==> config.mk <==
export PLATFORM = sky130hd
export DESIGN_NAME = encoder_health_velocity_monitor
export DESIGN_NICKNAME = d
export VERILOG_FILES = /design/src/rtl/ehvm_pkg.sv /design/src/rtl/ehvm_axis_ram.sv /design/src/rtl/ehvm_vel_unit.sv /design/src/rtl/encoder_health_velocity_monitor.sv
export SDC_FILE = /design/constraint.sdc
export NUM_CORES = 2
export LEC_CHECK = 0
export BUFFER_PORTS_ARGS = -buffer_cell sky130_fd_sc_hd__buf_2
export CORE_UTILIZATION = 42
export CTS_CLUSTER_DIAMETER = 200
export DETAILED_ROUTE_END_ITERATION = 6
export PLACE_DENSITY = 0.65
export RECOVER_POWER = 50
export SLEW_MARGIN = 10
export SYNTH_ARGS = -nofsm -noshare
export SYNTH_HDL_FRONTEND = slang
export SYNTH_SLANG_ARGS = --single-unit
==> constraint.sdc <==
create_clock -name clk -period 14.5 [get_ports clk]
set_clock_uncertainty 0.2 [all_clocks]
set_input_delay 1.45 -clock clk [delete_from_list [all_inputs] [get_ports clk]]
set_output_delay 1.45 -clock clk [all_outputs]
set_load 0.02 [all_outputs]
==> src/rtl/ehvm_pkg.sv <==
// ----------------------------------------------------------------------------
// ehvm_pkg
// Shared types and constants for the encoder health and velocity monitor.
// ----------------------------------------------------------------------------
package ehvm_pkg;

  localparam int MAX_AXES  = 4;
  localparam int AXIS_W    = 2;
  localparam int CNT_W     = 3;   // holds 0..MAX_AXES
  localparam int CFG_IDX_W = 4;
  localparam int CFG_DAT_W = 32;

  localparam logic [19:0] VEL_SCALE = 20'd1000000;  // us per second
  localparam logic [7:0]  ERR_MAX   = 8'hFF;

  // register indexes
  localparam logic [CFG_IDX_W-1:0] REG_AXIS_COUNT       = 4'd0;
  localparam logic [CFG_IDX_W-1:0] REG_READ_INTERVAL_US = 4'd1;
  localparam logic [CFG_IDX_W-1:0] REG_ERROR_THRESHOLD  = 4'd2;
  localparam logic [CFG_IDX_W-1:0] REG_MIN_DT_US        = 4'd3;

  localparam logic [2:0]  RST_AXIS_COUNT       = 3'd2;
  localparam logic [19:0] RST_READ_INTERVAL_US = 20'd2000;
  localparam logic [7:0]  RST_ERROR_THRESHOLD  = 8'd25;
  localparam logic [15:0] RST_MIN_DT_US        = 16'd100;

  typedef struct packed {
    logic [31:0]        time_us;
    logic [AXIS_W-1:0]  axis;
    logic               sensor_ok;
    logic signed [31:0] angle_in;
  } in_item_t;

  typedef struct packed {
    logic               accepted;
    logic               angle_valid;
    logic signed [31:0] angle_out;
    logic signed [31:0] velocity;
    logic               emergency_stop;
  } out_item_t;

  // one entry of the per-axis state memory
  typedef struct packed {
    logic               valid;
    logic [7:0]         err;
    logic signed [31:0] angle;
    logic signed [31:0] vel;
  } axis_ent_t;

  typedef struct packed {
    logic               go;
    logic signed [32:0] diff;
    logic [31:0]        dt;
  } vel_req_t;

  typedef struct packed {
    logic               done;
    logic signed [31:0] vel;
  } vel_rsp_t;

  typedef enum logic [1:0] {
    ST_IDLE,
    ST_READ,
    ST_DIV,
    ST_DONE
  } ctrl_state_t;

  typedef enum logic [2:0] {
    V_IDLE,
    V_MUL,
    V_CHK,
    V_DIV,
    V_OUT
  } vel_state_t;

endpackage

==> src/rtl/ehvm_axis_ram.sv <==
// ----------------------------------------------------------------------------
// ehvm_axis_ram
// Per-axis state memory: one write port, one registered read port.
// ----------------------------------------------------------------------------
module ehvm_axis_ram (
  input  logic                      clk,
  input  logic                      we,
  input  logic [ehvm_pkg::AXIS_W-1:0] waddr,
  input  ehvm_pkg::axis_ent_t       wdata,
  input  logic                      re,
  input  logic [ehvm_pkg::AXIS_W-1:0] raddr,
  output ehvm_pkg::axis_ent_t       rdata
);

  ehvm_pkg::axis_ent_t mem [ehvm_pkg::MAX_AXES];

  always_ff @(posedge clk) begin
    if (we) begin
      mem[waddr] <= wdata;
    end
  end

  always_ff @(posedge clk) begin
    if (re) begin
      rdata <= mem[raddr];
    end
  end

endmodule

==> src/rtl/ehvm_vel_unit.sv <==
// ----------------------------------------------------------------------------
// ehvm_vel_unit
// Velocity = diff * 1e6 / dt, truncated toward zero, saturated to 32 bits.
// A multiply step and a range check, then a restoring divider at one quotient bit per cycle.
// ----------------------------------------------------------------------------
module ehvm_vel_unit (
  input  logic               clk,
  input  logic               rst,
  input  ehvm_pkg::vel_req_t req,
  output ehvm_pkg::vel_rsp_t rsp
);

  ehvm_pkg::vel_state_t state, state_next;

  logic        neg;
  logic [32:0] mag;
  logic [31:0] dt;
  logic [52:0] prod;
  logic        ovf;
  logic [31:0] rem;
  logic [31:0] quo;
  logic [4:0]  cnt;

  logic [32:0] trial;
  logic        fits;

  assign trial = {rem, quo[31]};
  assign fits  = trial >= {1'b0, dt};

  always_comb begin
    state_next = state;
    unique case (state)
      ehvm_pkg::V_IDLE: if (req.go) state_next = ehvm_pkg::V_MUL;
      ehvm_pkg::V_MUL:  state_next = ehvm_pkg::V_CHK;
      ehvm_pkg::V_CHK:  state_next = (prod[52:32] >= 21'(dt)) && (dt[31:21] == 11'd0)
                                     ? ehvm_pkg::V_OUT : ehvm_pkg::V_DIV;
      ehvm_pkg::V_DIV:  if (cnt == 5'd0) state_next = ehvm_pkg::V_OUT;
      ehvm_pkg::V_OUT:  state_next = ehvm_pkg::V_IDLE;
      default:          state_next = ehvm_pkg::V_IDLE;
    endcase
  end

  always_comb begin
    rsp.done = (state == ehvm_pkg::V_OUT);
    if (neg) begin
      rsp.vel = (ovf || quo[31]) ? 32'sh8000_0000 : -$signed(quo);
    end else begin
      rsp.vel = (ovf || quo[31]) ? 32'sh7FFF_FFFF : $signed(quo);
    end
  end

  always_ff @(posedge clk) begin
    if (rst) begin
      state <= ehvm_pkg::V_IDLE;
    end else begin
      state <= state_next;
    end
  end

  always_ff @(posedge clk) begin
    unique case (state)
      ehvm_pkg::V_IDLE: begin
        if (req.go) begin
          neg <= req.diff[32];
          mag <= req.diff[32] ? 33'(-req.diff) : 33'(req.diff);
          dt  <= req.dt;
        end
      end
      ehvm_pkg::V_MUL: begin
        prod <= 53'(mag) * 53'(ehvm_pkg::VEL_SCALE);
      end
      ehvm_pkg::V_CHK: begin
        // upper part already >= dt means the quotient needs more than 32 bits
        ovf <= (prod[52:32] >= 21'(dt)) && (dt[31:21] == 11'd0);
        rem <= 32'(prod[52:32]);
        quo <= prod[31:0];
        cnt <= 5'd31;
      end
      ehvm_pkg::V_DIV: begin
        rem <= fits ? 32'(trial - {1'b0, dt}) : trial[31:0];
        quo <= {quo[30:0], fits};
        cnt <= cnt - 5'd1;
      end
      ehvm_pkg::V_OUT: begin
      end
      default: begin
      end
    endcase
  end

endmodule

==> src/rtl/encoder_health_velocity_monitor.sv <==
// ----------------------------------------------------------------------------
// encoder_health_velocity_monitor
// Per-axis encoder error counting, sticky stop and velocity estimate.
//
//   channel  signals                              direction
//   in       in_valid  in_ready  in_item          request in
//   out      out_valid out_ready out_item         result out
//   cfg      cfg_valid cfg_ready cfg_index cfg_data  register write in
//
// One request at a time. A request passes READ, then DIV if a velocity is needed,
// then DONE, which loads out_item once any held result is taken by out_ready. A
// velocity adds a multiply, a range check and a 32-step serial divide; the divide
// is skipped on overflow. Axis state sits in a 4-entry RAM read at accept and
// written back at the end; a next request is taken while the previous result
// waits in out_item. Synchronous reset, no clearing pass: reset state comes
// from per-entry flags. cfg_ready is always high.
// ----------------------------------------------------------------------------
module encoder_health_velocity_monitor (
  input  logic                             clk,
  input  logic                             rst,
  input  logic                             in_valid,
  output logic                             in_ready,
  input  ehvm_pkg::in_item_t               in_item,
  output logic                             out_valid,
  input  logic                             out_ready,
  output ehvm_pkg::out_item_t              out_item,
  input  logic                             cfg_valid,
  output logic                             cfg_ready,
  input  logic [ehvm_pkg::CFG_IDX_W-1:0]   cfg_index,
  input  logic [ehvm_pkg::CFG_DAT_W-1:0]   cfg_data
);

  // configuration
  logic [2:0]  axis_count;
  logic [19:0] read_interval_us;
  logic [7:0]  error_threshold;
  logic [15:0] min_dt_us;

  // pass state
  logic [31:0] last_read_time;
  logic        ever_read;
  logic        pass_open;
  logic [31:0] pass_dt_us;
  logic        stop_flag;

  // entry flags: written since reset, cleared as inactive axis
  logic [ehvm_pkg::MAX_AXES-1:0] wr_ok;
  logic [ehvm_pkg::MAX_AXES-1:0] clr;

  ehvm_pkg::ctrl_state_t state, state_next;
  ehvm_pkg::in_item_t    itm;
  ehvm_pkg::axis_ent_t   ent;
  logic                  upd;

  ehvm_pkg::axis_ent_t rd;
  ehvm_pkg::axis_ent_t eff;
  ehvm_pkg::axis_ent_t nxt;
  ehvm_pkg::vel_req_t  vreq;
  ehvm_pkg::vel_rsp_t  vrsp;

  logic                         in_acc;
  logic                         ram_we;
  logic                         out_load;
  logic                         need_vel;
  logic                         active;
  logic                         stop_hit;
  logic [ehvm_pkg::CNT_W-1:0]   n_act;
  logic [31:0]                  elapsed;
  logic                         throttled;
  logic [7:0]                   err_inc;
  logic [ehvm_pkg::MAX_AXES-1:0] inact_mask;

  assign cfg_ready = 1'b1;
  assign in_acc    = in_valid && in_ready;

  assign n_act = (axis_count > 3'(ehvm_pkg::MAX_AXES)) ? 3'(ehvm_pkg::MAX_AXES) : axis_count;
  assign elapsed   = in_item.time_us - last_read_time;
  assign throttled = ever_read && (elapsed < {12'd0, read_interval_us});

  always_comb begin
    for (int i = 0; i < ehvm_pkg::MAX_AXES; i++) begin
      inact_mask[i] = 3'(i) >= n_act;
    end
  end

  ehvm_axis_ram u_ram (
    .clk   (clk),
    .we    (ram_we),
    .waddr (itm.axis),
    .wdata (ent),
    .re    (in_acc),
    .raddr (in_item.axis),
    .rdata (rd)
  );

  ehvm_vel_unit u_vel (
    .clk (clk),
    .rst (rst),
    .req (vreq),
    .rsp (vrsp)
  );

  // stored entry as seen after reset and inactive-axis clears
  always_comb begin
    eff       = rd;
    eff.angle = wr_ok[itm.axis] ? rd.angle : 32'sd0;
    if (!wr_ok[itm.axis] || clr[itm.axis]) begin
      eff.valid = 1'b0;
      eff.err   = 8'd0;
      eff.vel   = 32'sd0;
    end
  end

  always_comb begin
    active   = pass_open && ({1'b0, itm.axis} < n_act);
    err_inc  = (eff.err == ehvm_pkg::ERR_MAX) ? ehvm_pkg::ERR_MAX : eff.err + 8'd1;
    nxt      = eff;
    need_vel = 1'b0;
    stop_hit = 1'b0;
    if (active) begin
      if (itm.sensor_ok) begin
        nxt.err   = 8'd0;
        nxt.angle = itm.angle_in;
        nxt.valid = 1'b1;
        nxt.vel   = 32'sd0;
        need_vel  = (pass_dt_us > {16'd0, min_dt_us}) && eff.valid;
      end else begin
        nxt.err   = err_inc;
        nxt.valid = 1'b0;
        nxt.vel   = 32'sd0;
        stop_hit  = err_inc >= error_threshold;
      end
    end
  end

  always_comb begin
    state_next = state;
    unique case (state)
      ehvm_pkg::ST_IDLE: if (in_acc) state_next = ehvm_pkg::ST_READ;
      ehvm_pkg::ST_READ: state_next = need_vel ? ehvm_pkg::ST_DIV : ehvm_pkg::ST_DONE;
      ehvm_pkg::ST_DIV:  if (vrsp.done) state_next = ehvm_pkg::ST_DONE;
      ehvm_pkg::ST_DONE: if (!out_valid || out_ready) state_next = ehvm_pkg::ST_IDLE;
      default:           state_next = ehvm_pkg::ST_IDLE;
    endcase
  end

  always_comb begin
    in_ready  = (state == ehvm_pkg::ST_IDLE);
    out_load  = (state == ehvm_pkg::ST_DONE) && (!out_valid || out_ready);
    ram_we    = out_load && upd;
    vreq.go   = (state == ehvm_pkg::ST_READ) && need_vel;
    vreq.diff = {itm.angle_in[31], itm.angle_in} - {eff.angle[31], eff.angle};
    vreq.dt   = pass_dt_us;
  end

  always_ff @(posedge clk) begin
    if (rst) begin
      state <= ehvm_pkg::ST_IDLE;
    end else begin
      state <= state_next;
    end
  end

  // configuration registers
  always_ff @(posedge clk) begin
    if (rst) begin
      axis_count       <= ehvm_pkg::RST_AXIS_COUNT;
      read_interval_us <= ehvm_pkg::RST_READ_INTERVAL_US;
      error_threshold  <= ehvm_pkg::RST_ERROR_THRESHOLD;
      min_dt_us        <= ehvm_pkg::RST_MIN_DT_US;
    end else if (cfg_valid && cfg_ready) begin
      unique case (cfg_index)
        ehvm_pkg::REG_AXIS_COUNT:       axis_count       <= cfg_data[2:0];
        ehvm_pkg::REG_READ_INTERVAL_US: read_interval_us <= cfg_data[19:0];
        ehvm_pkg::REG_ERROR_THRESHOLD:  error_threshold  <= cfg_data[7:0];
        ehvm_pkg::REG_MIN_DT_US:        min_dt_us        <= cfg_data[15:0];
        default: begin
        end
      endcase
    end
  end

  // pass control and entry flags
  always_ff @(posedge clk) begin
    if (rst) begin
      last_read_time <= 32'd0;
      ever_read      <= 1'b0;
      pass_open      <= 1'b0;
      pass_dt_us     <= 32'd0;
      stop_flag      <= 1'b0;
      wr_ok          <= '0;
      clr            <= '0;
      out_valid      <= 1'b0;
    end else begin
      if (in_acc && (in_item.axis == '0)) begin
        if (throttled) begin
          pass_open <= 1'b0;
        end else begin
          pass_open      <= 1'b1;
          pass_dt_us     <= ever_read ? elapsed : 32'd0;
          last_read_time <= in_item.time_us;
          ever_read      <= 1'b1;
          clr            <= clr | inact_mask;
        end
      end
      if (state == ehvm_pkg::ST_READ && stop_hit) begin
        stop_flag <= 1'b1;
      end
      if (ram_we) begin
        wr_ok[itm.axis] <= 1'b1;
        clr[itm.axis]   <= 1'b0;
      end
      if (out_load) begin
        out_valid <= 1'b1;
      end else if (out_ready) begin
        out_valid <= 1'b0;
      end
    end
  end

  // request payload and working entry
  always_ff @(posedge clk) begin
    if (in_acc) begin
      itm <= in_item;
    end
    if (state == ehvm_pkg::ST_READ) begin
      ent <= nxt;
      upd <= active;
    end
    if (state == ehvm_pkg::ST_DIV && vrsp.done) begin
      ent.vel <= vrsp.vel;
    end
    if (out_load) begin
      out_item.accepted       <= pass_open;
      out_item.angle_valid    <= ent.valid;
      out_item.angle_out      <= ent.angle;
      out_item.velocity       <= ent.valid ? ent.vel : 32'sd0;
      out_item.emergency_stop <= stop_flag;
    end
  end

  a_stop_sticky: assert property (@(posedge clk) disable iff (rst)
    stop_flag |=> stop_flag)
    else $error("emergency stop dropped without reset");

  a_vel_zero_invalid: assert property (@(posedge clk) disable iff (rst)
    out_valid |-> (out_item.angle_valid || out_item.velocity == 32'sd0))
    else $error("velocity reported for invalid axis");

  a_vel_go_state: assert property (@(posedge clk) disable iff (rst)
    vreq.go |-> (state == ehvm_pkg::ST_READ))
    else $error("velocity unit started outside read step");

  a_vel_done_state: assert property (@(posedge clk) disable iff (rst)
    vrsp.done |-> (state == ehvm_pkg::ST_DIV))
    else $error("velocity result with no request waiting");

endmodule
# After elaboration in Yosys (flattened, before gate mapping)

Memories as Yosys holds them, arrays and structs flattened. A register that Yosys moved wholly into a read port is not among the register bits.
Cells that the tools add are included.

Mux-type cells: 47
$mul: 1
Reduce and logical (&&, ||, !) cells: 34
$lt $le $gt $ge: 13
Bitwise logic cells: 5
Equality and inequality tests: 16
Add/subtract/negate cells: 7

Operator list:

| operator               | count |
|---|---|
| $mux 32                | 11 |
| $pmux 32 s2            | 2 |
| $mux 73                | 1 |
| $sub 32x32->32         | 2 |
| $mul 33x14->47 const B | 1 |
| $ge 33x32->1           | 1 |
| $neg 33->33            | 1 |
| $sub 32x32->33         | 1 |
| $gt 32x16->1           | 1 |
| $lt 32x20->1           | 1 |
| $neg 32->32            | 1 |
| $ge 21x21->1           | 1 |
| $mux 9                 | 2 |
| $mux 4                 | 4 |
| $reduce_and 2->1       | 7 |
| $mux 1                 | 13 |
| $logic_and 1x1->1      | 12 |
| $mux 3                 | 4 |
| $pmux 3 s4             | 1 |
| $logic_not 11->1       | 1 |
| $pmux 5 s2             | 1 |
| $add 8x1->8 const B    | 1 |
| $eq 4x2->1 const B     | 2 |
| $eq 8x8->1 const B     | 1 |
| 33 further kinds       | 50 |

Bits in writable memories: 292
Flip-flop bits (word level): 487
Memories kept: 1
Input bits: 108
Word-level logic and storage cells: 160

Memory list:

| name      | words | width | read ports | clocked after Yosys merged registers in | write ports | RTL line            | RTL |
|---|---|---|---|---|---|---|---|
| u_ram.mem | 4     | 73    | 1          | 1                                       | 1           | ehvm_axis_ram.sv:15 | `ehvm_pkg::axis_ent_t mem [ehvm_pkg::MAX_AXES];` |

# Longest topological paths before layout

Word-level depth: 11
Gate-level depth with buffers: 24
Mapped depth without buffers: 21

# Cells and area by module

A second synthesis with hierarchy kept.

Cell total of the unflattened synthesis: 3,871
Area total of the unflattened synthesis: 46,468.3 µm²

Modules (own cells, without submodules):

| module                          | seq. area each (µm²) | cells an instance | area each (µm²) | times used |
|---|---|---|---|---|
| ehvm_vel_unit                   | 5,555.3              | 1,730             | 17,489.3        | 1 |
| encoder_health_velocity_monitor | 7,787.5              | 1,683             | 16,148.0        | 1 |
| ehvm_axis_ram                   | 10,960.5             | 458               | 12,831.1        | 1 |

# Least setup slack after synthesis

Ideal clock, no wire load.

Path kind: in2reg
Start point: input port out_ready
End point: register clr[0] in the netlist's numbering
Arrival: 10,613 ps
Data required time: 14,181 ps
Path slack: 3,568 ps
Cell stages on the path: 7
Path through: nor2b_1 nor2b_1 nand2_1 nor3_1 nor2_1 nor4b_1 a22o_1

Word-level cells in the longest chain between the ends: 4

RTL lines:

| item                   | RTL line                               | RTL |
|---|---|---|
| start: declaration     | encoder_health_velocity_monitor.sv:25  | `input logic out_ready,` |
| $logic_or 1x1->1       | encoder_health_velocity_monitor.sv:149 | `out_load = (state == ehvm_pkg::ST_DONE) && (!out_valid \|\| out_ready);` |
| $logic_and 1x1->1      | encoder_health_velocity_monitor.sv:149 |  |
| named net out_load     | encoder_health_velocity_monitor.sv:63  | `logic out_load;` |
| $logic_and 1x1->1      | encoder_health_velocity_monitor.sv:150 | `ram_we = out_load && upd;` |
| $mux 4                 | encoder_health_velocity_monitor.sv:209 | `if (ram_we) begin` |
| end signal: assignment | encoder_health_velocity_monitor.sv:203 | `clr <= clr \| inact_mask;` |
| end: declaration       | encoder_health_velocity_monitor.sv:48  | `logic [ehvm_pkg::MAX_AXES-1:0] clr;` |

The timed path passes the listed nets, and every way through them passes these cells.
A chain may end at the register's enable or synchronous reset.

# Final worst setup path

Start point: register u_vel.mag[2]
End point: register u_vel.prod[52] (data pin)

Word-level cells in the longest chain between the ends: 1

RTL lines:

| item                     | RTL line            | RTL |
|---|---|---|
| start: declaration       | ehvm_vel_unit.sv:16 | `logic [32:0] mag;` |
| start signal: assignment | ehvm_vel_unit.sv:65 | `mag <= req.diff[32] ? 33'(-req.diff) : 33'(req.diff);` |
| $mul 33x14->47           | ehvm_vel_unit.sv:70 | `prod <= 53'(mag) * 53'(ehvm_pkg::VEL_SCALE);` |
| end signal: assignment   | ehvm_vel_unit.sv:70 |  |
| end: declaration         | ehvm_vel_unit.sv:18 | `logic [52:0] prod;` |

Every way passes these cells.

==> key figures <==
Run status
  • Status: finished, violations left
  • Violations in the final reports: capacitance limit, slew limit

Cells and area
  • Number of fillers in the final layout: around 9900
  • Final standard cell utilization of the core: 0.473
  • Fraction of final layout cells with drive strength greater than 1: 0.107
  • Signed area change from the synthesized netlist to the final layout: 11.8%
  • Total number of nets in the final design: 4626

Detailed routing
  • Final routed wirelength across all metal layers: approximately 100000 µm
  • Met1 wire length: 48700 µm
  • Wirelength per Cell: 18.6 µm
  • Post-detailed-route count of antenna-violating nets: 0
  • Met3 wire length: 5080 µm
  • Detailed-route vias per instance: ~5.4
  • Via total after detailed routing: 30305
  • DRC viols: 0
  • Count of TritonRoute iterations in the first routing pass: 5
  • Starting DRT DRC Count: roughly 2100
  • Highest routed metal layer: met4
  • Metal2 WL: 48500 µm

Synth
  • Top cell types by occurrence after synthesis: sky130_fd_sc_hd__edfxtp_1, sky130_fd_sc_hd__nand2_1, sky130_fd_sc_hd__inv_1, sky130_fd_sc_hd__ha_1, sky130_fd_sc_hd__nor2_1
  • Async SR Flop Fraction: 0
  • Post-synthesis instance area: 46900 µm²
  • Most frequently used cell type in the post-synthesis netlist: sky130_fd_sc_hd__edfxtp_1
  • Proportion of netlist area held by the largest area contributor: 0.464
  • Compound-gate portion of the synthesized area: 0.106
  • Synth Flop Type: sky130_fd_sc_hd__edfxtp_1
  • Fraction of synthesized area in multiplexers: 0.0464
  • Post-synthesis share of cell area spent on xor and xnor gates: 0.0322
  • Post-synthesis share of cell area spent on and, or, nand and nor gates: 0.107
  • Syn nets: 4472
  • Synthesized flop and latch total: 852
  • Register area share after synthesis: 0.519
  • Synth Instances: 3897
  • Adder and majority cell fraction of the synthesized area: 0.148
  • Synth warn: 0
  • Dominant combinational cell family by area after synthesis: adder cells
  • Post-synthesis area per instance: around 12 µm²
  • Post-synth top area cell: sky130_fd_sc_hd__edfxtp_1
  • Count of flip-flops with a built-in enable after synthesis: ~720
  • Number of library cell types mapped by synthesis: between 90 and 100
  • Cells taking the most area after synthesis: sky130_fd_sc_hd__edfxtp_1, sky130_fd_sc_hd__ha_1, sky130_fd_sc_hd__fa_1, sky130_fd_sc_hd__dfxtp_1, sky130_fd_sc_hd__mux4_2

Clocking
  • Number of hold buffers added after cts: 0
  • Clock latency of the later-clocked register in the worst-skew pair: 0.68 ns
  • Number of buffers added by the clock tree synthesis step: 92
  • Clock transition at path regs: 0.06 ns
  • H-tree lvl count: 3
  • Setup Buffers After CTS: 0
  • Deepest clock path buffer count: 3
  • Number of gates resized after CTS: 0
  • Master cell of the clock root buffer: sky130_fd_sc_hd__clkbuf_16
  • Clock sinks: about 850
  • Clock tree from TritonCTS: built

STA
  • Fin crit share: 0.482
  • Setup TNS after final layout: 0 ns
  • Count of final max-slew check failures: 685
  • RSZ-0062 raised after global routing: no
  • Fmax: 143 MHz
  • Minimum clock period after layout: 6.99 ns
  • # setup viols final: 0
  • Slew margin rel.: -1.74
  • Transition at the pin with the smallest max-transition slack: between 4 and 5 ns
  • Hold violation total from the final report: 0

Pwr
  • Psw: 1.75 mW
  • Clock network power share: 0.381
  • Worst supply voltage drop on vdd: between 0.0001 and 0.00015 V
  • Total power density per cell area: 124 nW/µm²
  • Reg power frac: 0.479
  • Standby leakage power: 19.8 nW
  • Internal power component: 4.77 mW
  • Relative contribution of combinational cells to total power: 0.140
  • Fraction of power spent switching nets: 0.268

Run
  • Number of max-cap violations: 14

Placement
  • Last weighted congestion value of the routability-driven placer: 0.893
  • Input/output buffers: 164
  • HPWL after detailed placement: 73500 µm

Worst setup path
  • CP Capture Type: flop
  • Startpoint of the worst register-to-register path: u_vel.mag[2]
  • CP Data Arrival Time: 7.20 ns
  • Startpoint class of the critical path: flop
  • Critical path fanouts, max: 6
  • CP startpoint: u_vel.mag[2]
  • Setup Crit Path Kind: flop to flop
  • Worst path required time: 14.71 ns
  • Reg-to-reg setup timing slack: 7.51 ns

GRT
  • Overall track demand over capacity in global routing: 0.185
  • GRT overflow: 0
  • Maximum number of pins on one net before global-route repair: 77
  • Wire length of the first global-routing pass: 165000 µm
  • Number of antenna violations at the first check in global routing: 2
  • Number of global-route vias before repair: 29781

Floorplanning
  • Total die area: 113000 µm²
  • Core Footprint: approximately 110000 µm²
  • Standard-cell row count: roughly 120
  • Die span in y: 336 µm
  • Number of I/O pins: roughly 180
  • Die width: between 300 and 400 µm
  • Starting utilization of the core area: 0.423

Hold path
  • Class of the tightest hold or removal check: flop to flop
  • Critical hold path startpoint: min_dt_us[12]
## flip-flops by register name, summed over array words and instances, names as in the netlist, 2 cells and up
register and cells:
axis_count 3, clr 4, ent 73, error_threshold 8
itm 35, last_read_time 32, min_dt_us 16, out_item 67
pass_dt_us 32, read_interval_us 20, state 2, u_ram.mem 292
u_ram.rdata 73, u_vel.cnt 5, u_vel.dt 32, u_vel.mag 33
u_vel.prod 47, u_vel.quo 32, u_vel.rem 32, u_vel.state 3
wr_ok 4
## logic make-up after synthesis
kind of cell / after synthesis
adders and majority gates: 467
xor gates and xnor gates: 172
other: 1
and+or+nand+nor: 1022
AOI/OAI and AO/OA: 753
muxes: 123
buffers and inverters: 507
DFF: 852
## per-layer routing
metal | track usage | vias up
li1 | - | 14534
met1 | 0.263 | 14967
met2 | 0.298 | 666
met3 | 0.0248 | 138
met4 | 0.0487 | 0
met5 | 0 | -
## cell type report
type / instances / area [µm²] / share of cell area
Antenna cell: 1 / 2.50 / 0.0000478
Clock buffer: 113 / 2460 / 0.0471
Clock inverter: 60 / 773 / 0.0148
Inverter: 374 / 1410 / 0.0268
Multi-Input combinational cell: 2538 / 20600 / 0.393
Sequential cell: 852 / 24300 / 0.464
Tap cell: 1488 / 1860 / 0.0355
Timing Repair Buffer: 193 / 981 / 0.0187
## final timing paths
path | endpoint | depth (start not counted)
max | u_vel.prod[52] | 21
min | min_dt_us[12] | 2
max reg2reg | u_vel.prod[52] | 21
min reg2reg | min_dt_us[12] | 2
## worst max-delay path, stage by stage, from the launching register on
cell and delay [ns]:
sky130_fd_sc_hd__edfxtp_1 0.53, sky130_fd_sc_hd__inv_1 0.15, sky130_fd_sc_hd__fa_1 0.55, sky130_fd_sc_hd__inv_1 0.05
sky130_fd_sc_hd__fa_1 0.50, sky130_fd_sc_hd__fa_1 0.58, sky130_fd_sc_hd__fa_1 0.42, sky130_fd_sc_hd__ha_1 0.29
sky130_fd_sc_hd__inv_1 0.05, sky130_fd_sc_hd__fa_1 0.49, sky130_fd_sc_hd__inv_1 0.04, sky130_fd_sc_hd__ha_1 0.38
sky130_fd_sc_hd__a211oi_1 0.30, sky130_fd_sc_hd__o21a_1 0.19, sky130_fd_sc_hd__o31ai_1 0.10, sky130_fd_sc_hd__a2111oi_0 0.34
sky130_fd_sc_hd__o21bai_1 0.24, sky130_fd_sc_hd__a21oi_1 0.36, sky130_fd_sc_hd__nor3_1 0.15, sky130_fd_sc_hd__o32ai_1 0.44
sky130_fd_sc_hd__o21ai_0 0.18, sky130_fd_sc_hd__xnor2_1 0.17
## stage by stage
step	setup WS (ns)	instances	hold slack, ns	total power, mW	cell area [µm²]
3_3_place_gp	7.04	5445	0.243	4.06	49200
6_report	7.51	5619	0.253	6.52	52400
5_1_grt	7.09	5619	0.274	6.79	52400
4_1_cts	7.50	5618	0.256	6.58	52500
3_5_place_dp	6.99	5445	0.238	4.08	49200
2_1_floorplan	3.57	3897	0.208	3.78	46900
## power groups by stage
stage,clock [mW],sequential [mW],combinational [mW]
after floorplan,0,3.14,0.637
after global placement,0,3.15,0.905
after detailed placement,0,3.16,0.917
after CTS,2.54,3.11,0.921
after global routing,2.63,3.15,1.01
final,2.48,3.12,0.914
## cells in the final DEF (no fill, tap or decap), drive strengths merged, types with 43 or more instances in the layout
master / n
buf: 169
clkbuf: 137
and2: 55
fa: 143
nor2: 204
mux2i: 43
nand2: 379
inv: 383
a21oi: 182
ha: 324
mux4: 75
o21ai: 193
a21o: 76
nor3: 74
edfxtp: 724
dfxtp: 128
xor2: 49
xnor2: 123
o31ai: 56
nand3: 65
No activity file was read; power rests on OpenSTA's default activity.
